`config.mk`:
```
export PLATFORM = sky130hd
export DESIGN_NAME = rha_divider
export DESIGN_NICKNAME = d
export VERILOG_FILES = /design/src/design/rha_pkg.sv /design/src/design/rha_divider.sv
export SDC_FILE = /design/constraint.sdc
export NUM_CORES = 1
export LEC_CHECK = 0
export BUFFER_PORTS_ARGS = -buffer_cell sky130_fd_sc_hd__buf_2
export CORE_MARGIN = 2
export CORE_UTILIZATION = 25
export CTS_CLUSTER_DIAMETER = 30
export CTS_CLUSTER_SIZE = 16
export DETAILED_ROUTE_END_ITERATION = 10
export SLEW_MARGIN = 15
export SYNTH_ARGS = -nofsm -noshare
export SYNTH_HDL_FRONTEND = slang
export SYNTH_SLANG_ARGS = --single-unit
```
`constraint.sdc`:
```
create_clock -name aclk -period 3 [get_ports aclk]
set_input_delay 0.45 -clock aclk [delete_from_list [all_inputs] [get_ports aclk]]
set_output_delay 0.45 -clock aclk [all_outputs]
set_load 0.02 [all_outputs]
```
`src/design/rha_pkg.sv`:
```
`timescale 1ns / 1ps

package rha_pkg;

    // input and result field widths
    localparam int IDX_W   = 3;
    localparam int TOT_W   = 64;
    localparam int SEC_W   = 32;
    localparam int DELTA_W = 31;
    localparam int AVG_W   = 32;
    localparam int BKT_W   = 32;

    // minutes fit in 27 bits for any 32-bit seconds value
    localparam int MIN_W   = 27;
    localparam int REM60_W = 6;

    localparam int SECS_PER_MIN = 60;

    // seconds / 60 as a reciprocal product: exact for every 32-bit seconds value
    localparam logic [SEC_W-1:0] MIN_RECIP = 32'h8888_8889;
    localparam int               MIN_SHIFT = 37;

    // divider: dividend covers the widest window sum (64 slots of 32 bits)
    localparam int DIV_W  = 38;
    localparam int DVS_W  = 32;
    localparam int ITER_W = 6;

    localparam logic [DELTA_W-1:0] MAX_DELTA = '1;
    localparam logic [BKT_W-1:0]   MAX_BKT   = '1;
    localparam logic [AVG_W-1:0]   MAX_AVG   = '1;

    typedef struct packed {
        logic              start;
        logic [DIV_W-1:0]  dividend;   // left-aligned: top iters bits hold the operand
        logic [DVS_W-1:0]  divisor;
        logic [ITER_W-1:0] iters;
    } div_req_t;

    typedef struct packed {
        logic              busy;
        logic              done;
        logic [DIV_W-1:0]  quotient;
    } div_rsp_t;

endpackage

```
`src/design/rha_divider.sv`:
```
`timescale 1ns / 1ps

// restoring divider, one quotient bit per cycle
module rha_divider import rha_pkg::*; (
    input  logic     aclk,
    input  logic     aresetn,
    input  div_req_t req,
    output div_rsp_t rsp
);

    logic              busy_reg;
    logic              done_reg;
    logic [ITER_W-1:0] cnt_reg;
    logic [DIV_W-1:0]  quo_reg;
    logic [DVS_W-1:0]  rem_reg;
    logic [DVS_W-1:0]  dvs_reg;

    logic [DVS_W:0]    partial;
    logic [DVS_W:0]    diff;
    logic              fits;

    assign partial = {rem_reg, quo_reg[DIV_W-1]};
    assign fits    = partial >= {1'b0, dvs_reg};
    assign diff    = partial - {1'b0, dvs_reg};

    always_ff @(posedge aclk) begin
        if (!aresetn) begin
            busy_reg <= 1'b0;
            done_reg <= 1'b0;
            cnt_reg  <= '0;
        end else begin
            done_reg <= 1'b0;
            if (req.start) begin
                busy_reg <= 1'b1;
                cnt_reg  <= req.iters;
            end else if (busy_reg) begin
                cnt_reg <= cnt_reg - 1'b1;
                if (cnt_reg == ITER_W'(1)) begin
                    busy_reg <= 1'b0;
                    done_reg <= 1'b1;
                end
            end
        end
    end

    always_ff @(posedge aclk) begin
        if (req.start) begin
            quo_reg <= req.dividend;
            rem_reg <= '0;
            dvs_reg <= req.divisor;
        end else if (busy_reg) begin
            rem_reg <= fits ? diff[DVS_W-1:0] : partial[DVS_W-1:0];
            quo_reg <= {quo_reg[DIV_W-2:0], fits};
        end
    end

    assign rsp.busy      = busy_reg;
    assign rsp.done      = done_reg;
    assign rsp.quotient  = quo_reg;

endmodule

```
# Word level (Yosys, flattened, before mapping)

Index checks and enable logic that the tools add are counted.
W data, S select, Z words.

Register bits: 110
Input bits: 79
Output and inout port bits: 40

Add/sub/neg operators: 2
$lt $le $gt $ge: 1
Equality and inequality tests: 1
Muxes and demuxes: 9
Bitwise operators: 2
Reduce and logical (&&, ||, !) cells: 2

Operators by type and width:

| operator              | count |
|---|---|
| $mux W38              | 2 |
| $ge A33 B32 Y1        | 1 |
| $mux W32              | 1 |
| $sub A32 B32 Y32      | 1 |
| $mux W6               | 2 |
| $eq A6 B1 Y1 const B  | 1 |
| $sub A6 B1 Y6 const B | 1 |
| $mux W1               | 4 |
| $reduce_or A3 Y1      | 1 |
| $not A1 Y1            | 2 |
| $reduce_bool A2 Y1    | 1 |

# Depth between registers and ports, before layout

Gate-level depths: netlist of run 1.

Depth in word-level cells: 4
Mapped depth: 13
Mapped depth without buffers: 11

# Worst setup path after synthesis of run 1

Ideal clock, no wire load.

Kind: register -> register
Start: register quo_reg[37]
End: register rem_reg[26]
Arrival time: 2.729 ns
Data required time: 2.868 ns
Slack: 0.139 ns
Cell stages (with the launch flop): 12
Path buffers: 0
Period minus slack after synthesis: 2.861 ns
Path through: edfxtp_1 -> inv_1 -> ha_1 -> fa_1 -> nand2b_1 -> a21oi_1 -> o21ai_1 -> a2111oi_2 -> nor4_1 -> or3b_1 -> a31oi_1 -> nor3_1

Word-level cells in the longest chain between the ends: 2
Elaborated cells between the ends (all ways): 3
Those cells by class: add/sub: 1; order compare: 1; mux: 1

Ends and longest elaborated chain:

| item                                               | line                                 | text |
|---|---|---|
| from (decl)                                        | rha_divider.sv:14                    | `logic [DIV_W-1:0] quo_reg;` |
| from (signal assigned)                             | rha_divider.sv:48                    | `quo_reg <= req.dividend;` |
| from (signal assigned)                             | rha_divider.sv:53                    | `quo_reg <= {quo_reg[DIV_W-2:0], fits};` |
| $sub A32 B32 Y32 or $ge A33 B32 Y1 (tied branches) | rha_divider.sv:24, rha_divider.sv:23 |  |
| $mux W32 (*)                                       | rha_divider.sv:52                    | `rem_reg <= fits ? diff[DVS_W-1:0] : partial[DVS_W-1:0];` |
| to (signal assigned)                               | rha_divider.sv:52                    |  |
| to (decl)                                          | rha_divider.sv:15                    | `logic [DVS_W-1:0] rem_reg;` |

Mark *: on every way between the ends. The rest lies on a longest branch, timed or not.
A chain may end at the register's enable or synchronous reset.

# Worst setup path in the final report of run 1

Same ends and word-level chain as after synthesis.

==> results of run 1 <==
layer usage:
layer / vias to the layer above / track usage, %
li1: 2539 / -
met1: 2440 / 16.0
met2: 71 / 19.4
met3: 11 / 2.41
met4: 0 / 3.34
met5: - / 0
cell type report:
type	count	share of cell area, %
timing repair buffer	139	10.1
inverter	48	2.35
multi-input combinational	441	40.6
clock inverter	6	0.701
clock buffer	10	2.99
tap	330	5.38
sequential	110	37.8
cells in the mapped netlist, drive strengths merged, types with 3 or more instances:
master / count
nand3: 13
nor3: 12
o21bai: 7
a32oi: 8
a31oi: 6
nor2b: 5
o21ai: 28
xnor2: 18
clkbuf: 20
nor4: 4
xor2: 8
or3: 5
o21a: 4
mux2i: 4
nor2: 54
edfxtp: 70
o31ai: 3
nand2b: 5
a21oi: 41
nand4: 8
o211ai: 6
dfxtp: 40
a21o: 16
and3: 4
a311oi: 16
nand2: 58
ha: 34
mux2: 38
a41oi: 3
inv: 48
a211oi: 7
buf: 15
worst paths after layout:
path / start / endpoint / slack (ps) / depth (start not counted)
hold / removal: req[37] / dvs_reg[31] / 270 / 1
hold reg to reg: rem_reg[2] / rem_reg[2] / 470 / 2
setup / recovery: quo_reg[37] / rem_reg[26] / 170 / 11
setup reg to reg: quo_reg[37] / rem_reg[26] / 170 / 11
what timing repair did:
item / CTS / global route
endpoints found under the setup margin: 1 / 20
buffers inserted: 0 / 1
resized for setup: 0 / 8
pin swaps: 1 / 0
where the power goes:
| group | internal [mW] | switching [mW] | total [mW] |
|---|---|---|---|
| Clock | 0.580 | 0.590 | 1.17 |
| Combinational | 0.401 | 0.574 | 0.974 |
| Sequential | 1.76 | 0.0696 | 1.83 |
worst reg2reg max path, stage by stage (launching register included):
cell and delay [ps]:
edfxtp_1 380, inv_1 60, ha_1 220, fa_1 410, nand2b_1 190, a21oi_2 170
o21ai_2 110, a2111oi_4 350, nor4_1 150, or3b_1 390, a31oi_1 190, nor3_1 70
per-stage QoR:
stage / util, % / instance area, sq um / setup WS [ps] / instances
2_1_floorplan: - / 6330 / 139 / 634
3_3_place_gp: 29.4 / 7350 / 110 / 1067
3_5_place_dp: 29.4 / 7350 / 15.9 / 1067
4_1_cts: 30.5 / 7630 / 45.7 / 1083
5_1_grt: 30.6 / 7670 / 3.94 / 1084
6_report: 30.6 / 7670 / 174 / 1084
kinds of logic after synthesis:
kind of cell	count (synthesis)
AO/OA/AOI/OAI	157
adder cells (fa/ha/maj)	35
multiplexers	42
flip-flops	110
AND/OR/NAND/NOR	181
XOR/XNOR	26
buffers and inverters	83
==> results.ini, run 1 <==
[sta]
hold_viol_final=0
worstMarginPinSlew_ps=594
hold_slack_ps=266
finalCritPeriodShare_pct=94.2
setup_violations=0
slew_headroom_pct=60.0
min_period_ps=2830
skew_ps=8.99
rsz0062_at_grt=false
slew_viol_final=0
fmax_ghz=0.354
fin_tns_setup_ps=0

[route]
wl_met1_um=7650
vias_per_cell=4.67
finalWirelength_um=15700
vias=5061
topRoutingLayerUsed=met4
drt_iter0_markers=332
detail-route-antenna-nets=0
wl_met2_um=7440
wire_per_inst_um=14.5
dr.pass1.iters=4
drc=0
route.met3.wl_um=443

[clock_network]
cts_tree=yes
postCtsHoldBufs=0
clk_latency_ps=360
root_buffer=clkbuf_16
htree_levels=3
cts_buffers=9
cts_sinks=110
clockBufferDepth=2
path_clk_slew_ps=80

[synthesis]
async_flop_share_pct=0
synth_area_per_cell_sq_um=9.99
synth_area_leaders=edfxtp_1, dfxtp_1, mux2_2, ha_1, nand2_1
synthSimpleGateAreaFrac_pct=13.5
yosysWarnings=0
synth_edf_count=70
synth-xor-area-share_pct=3.60
synth_top_area_cell=edfxtp_1
synthAdderAreaFrac_pct=7.03
synthesis.nets=748
ys_types=63
syn_inst=634
synth_top_area_share_pct=33.2
synth_mux_area_share_pct=7.39
yosys_most_used_dff=edfxtp_1
synth_top_family_by_area=compound AO/OA/AOI/OAI gates
synthesis.area_sq_um=6330
synth_compound_area_share_pct=17.2
ys_seq_area_share_pct=45.8
ys_seq_elements=110

[floorplan]
initial_utilization_pct=25.3
die_h_um=163
fp.dieW_um=163
io_pins=119
fp-row-count=58
dieArea_sq_um=26600
core_region_area_sq_um=25000

[finish]
multi_input_area_sq_um=3120
final_cell_mix=buf_2, edfxtp_1, nand2_1
largest_reg_flops=38
seq_area_sq_um=2900
nets=863
drive_gt1_share_pct=27.9
fillers=2613
final_common_cell=buf_2
antenna_cells=0
syn_to_final_growth_pct=21.1

[power]
ir_drop_v=0.000228
leakage_nw=3.18
total_power_mw=3.97
p_per_area_nw_per_um2=518

[hold_path]
min_path_type=in2reg

[global_route]
grt_usage_pct=11.9
grt_pass1_wl_um=25100
first_global_vias=4865
grt_max_degree=46
antenna_found_initial=0
globalRouteOverflowTotal=0

[worst_setup_path]
cp-end-kind=flop
critical-path-max-stage-delay_ps=400
critPathLaunchType=flop
crit_required_ps=3220
critPathBufInv=1
cp.arrival_ps=3050
critical_path_class=reg2reg
crit_family=compound AO/OA/AOI/OAI gates
path_cells=inv_1 > ha_1 > fa_1 > nand2b_1 > a21oi_2 > o21ai_2 > a2111oi_4 > nor4_1 > or3b_1 > a31oi_1 > nor3_1
slowest_stage=fa_1
cp_max_fo=4

[run]
cap_violations=0

[placed_design]
dp_hpwl_um=11700
place.gp.congestion=0.838
io_buffers=118

[run_status]
outcome=finished clean

Power figures use the tool's default switching activity.
==> run 2, diff against run 1 <==
--- a/config.mk
+++ b/config.mk
@@ -11,6 +11,7 @@
 export CTS_CLUSTER_DIAMETER = 30
 export CTS_CLUSTER_SIZE = 16
 export DETAILED_ROUTE_END_ITERATION = 10
+export PLACE_DENSITY = 0.41
 export SLEW_MARGIN = 15
 export SYNTH_ARGS = -nofsm -noshare
 export SYNTH_HDL_FRONTEND = slang
==> run 2 against run 1 <==
Net effect:
- worst setup slack worse by 4.1 ps
- clock power is 12% higher
- first-iteration DRC count is 21% lower
- sequential power hardly changed
- worst hold slack worse by 15 ps
- count of clock-buffer cells in the layout is 1 lower
- fmax is 0.14% lower
- flip-flop and latch count stayed put
- cell count is 1.5% higher
- non-clock buffer count is 16 higher
- die area stayed put
- combinational power is 5% higher
- critical path type unchanged
- critical endpoint is now rem_reg[27]
- highest routed layer unchanged
==> results.ini, run 2 (synthesized netlist as in run 1, its figures left out) <==
[run_status]
outcome=finished clean

[power]
ir_drop_v=0.000266  ; +17%
p_per_area_nw_per_um2=532  ; +2.8%
combPwrFrac_pct=24.5  ; about the same
power.switching_mw=1.37  ; +11%
leakage_nw=3.28  ; +3.1%
p_int_mw=2.80  ; +2.2%
p_clk_share_pct=31.5  ; +2.0 points
switching_share_pct=32.8  ; +1.7 points
power_frac_seq_pct=44.0  ; -2.0 points
total_power_mw=4.16  ; +4.9%

[finish]
drive_gt1_share_pct=29.5  ; +1.6 points
syn_to_final_growth_pct=23.6
final_cell_mix=buf_2, edfxtp_1, nand2_1
finalInstanceArea_sq_um=7830  ; +2.1%
nets=879  ; +1.9%
antenna_cells=0  ; unchanged
largest_reg_flops=38  ; unchanged
final_common_cell=buf_2

[sta]
finalWorstSetupSlack_ps=170  ; -4.06 ps
skew_ps=18.5  ; +9.49 ps
setup_violations=0  ; unchanged
slew_headroom_pct=54.4  ; -5.6 points
rsz0062_at_grt=true
fin_tns_setup_ps=0  ; unchanged
min_period_ps=2830  ; +4.06 ps
worstMarginPinSlew_ps=684  ; +89.4 ps
slew_viol_final=0  ; unchanged
fmax_ghz=0.353  ; -0.14%
hold_viol_final=0  ; unchanged
finalCritPeriodShare_pct=94.3  ; +0.14 points

[clock_network]
cts_sinks=110  ; unchanged
root_buffer=clkbuf_16
path_clk_slew_ps=90  ; about the same
clockBufferDepth=2  ; unchanged
cts_tree=yes
cts_buffers=9  ; unchanged
htree_levels=3  ; unchanged
clk_latency_ps=370  ; about the same

[global_route]
grt_max_degree=58  ; +26%
grt_most_used_layer=met2
grt_util_met1_pct=17.7  ; +1.7 points
grt_use_met2_pct=21.8  ; +2.4 points
grt_pass1_wl_um=28100  ; +12%
globalRouteOverflowTotal=0  ; unchanged
global_route.usage.met3_pct=3.38  ; +0.96 points
first_global_vias=5379  ; +11%
antenna_found_initial=0  ; unchanged
grt_usage_pct=13.3  ; +1.4 points

[floorplan]
die_h_um=163  ; unchanged
initial_utilization_pct=25.3  ; unchanged
io_pins=119  ; unchanged
fp.dieW_um=163  ; unchanged
core_region_area_sq_um=25000  ; unchanged
dieArea_sq_um=26600  ; unchanged
fp-row-count=58  ; unchanged

[worst_setup_path]
crit_top_cell=nand2_1
cp.arrival_ps=3140  ; +90 ps
cp_max_fo=5  ; +1
critPathBufInv=1  ; unchanged
cp-end-kind=flop
path_cells=inv_1 > ha_1 > a21o_1 > a21oi_2 > nand2_1 > a211oi_2 > o21ai_0 > nor3b_1 > or4_1 > nand2_1
crit_family=compound AO/OA/AOI/OAI gates
crit_required_ps=3310  ; +90 ps
slowest_stage=or4_1
critical_path_class=reg2reg
critical-path-max-stage-delay_ps=530  ; +130 ps
critPathLaunchType=flop

[placed_design]
io_buffers=118  ; unchanged
pre_cts_ws_ps=6.82  ; -9.07 ps
place.gp.congestion=0.863  ; +3.0%
dp_hpwl_um=12700  ; +8.2%
placedInstanceArea_sq_um=7430  ; +1.1%

[route]
drt_iter0_markers=262  ; -21%
vias_per_cell=4.72  ; +1.0%
detail-route-antenna-nets=0  ; unchanged
wire_per_inst_um=15.8  ; +8.6%
finalWirelength_um=17300  ; +10%
dr.pass1.iters=4  ; unchanged
vias=5188  ; +2.5%
drc=0  ; unchanged

[run]
cap_violations=0  ; unchanged

[hold_path]
min_path_type=in2reg

-- run 2: changes by cell type in the layout (fill, tap and decap cells not counted), sizes merged --
cell and change:
buf +16, clkinv +2, clkbuf -1, clkinvlp -1
-- run 2: power by group through the flow --
stage | clock [mW] | sequential (mW) | combinational [mW]
3_3_place_gp | 0 | 1.86 | 1.01
6_report | 1.31 | 1.83 | 1.02
5_1_grt | 1.42 | 1.85 | 1.13
3_5_place_dp | 0 | 1.87 | 1.00
2_1_floorplan | 0 | 1.92 | 0.606
4_1_cts | 1.37 | 1.84 | 1.01
-- run 2: repair_timing --
item | 4_1_cts | 5_1_grt
endpoints found under the setup margin | 1 | 22
gates cloned | 0 | 0
pin swaps | 1 | 2
setup buffers | 0 | 5
hold buffers | 0 | 0
resized for setup | 0 | 9
-- run 2: final timing paths --
path,slack [ps],startpoint,to,depth (start not counted)
min reg2reg,480,rem_reg[2],rem_reg[2],2
max,170,dvs_reg[3],rem_reg[27],10
min,250,req[24],dvs_reg[18],1
max reg2reg,170,dvs_reg[3],rem_reg[27],10
-- run 2: per-layer routing --
layer	share of wire [%]	routed length (um)	vias to the layer above
met3	5.1	890	11
met5	0	0	-
met2	46	7950	112
met1	48	8370	2487
met4	0.75	130	0
li1	-	-	2578
-- run 2: worst reg2reg max path, delay by kind of cell (launching register included) --
kind,cells,cell delay (ps)
AO/OA/AOI/OAI,4,1070
adder cells (fa/ha/maj),1,340
buffers and inverters,1,40
flip-flops,1,340
AND/OR/NAND/NOR,4,1000
-- run 2: final cells by class --
type	count	area, sq um
clock buffer	9	225
clock inverter	7	101
fill	2612	17200
inverter	48	180
multi-input combinational	441	3120
sequential	110	2900
tap	330	413
timing repair buffer	155	883
-- run 2: per-stage QoR --
step / util, % / cells / hold WS (ps)
global route: 31.3 / 1100 / 229
detailed placement: 29.7 / 1079 / 475
floorplan: - / 634 / 445
finish: 31.3 / 1100 / 251
global placement: 29.7 / 1079 / 473
CTS: 31.0 / 1095 / 233
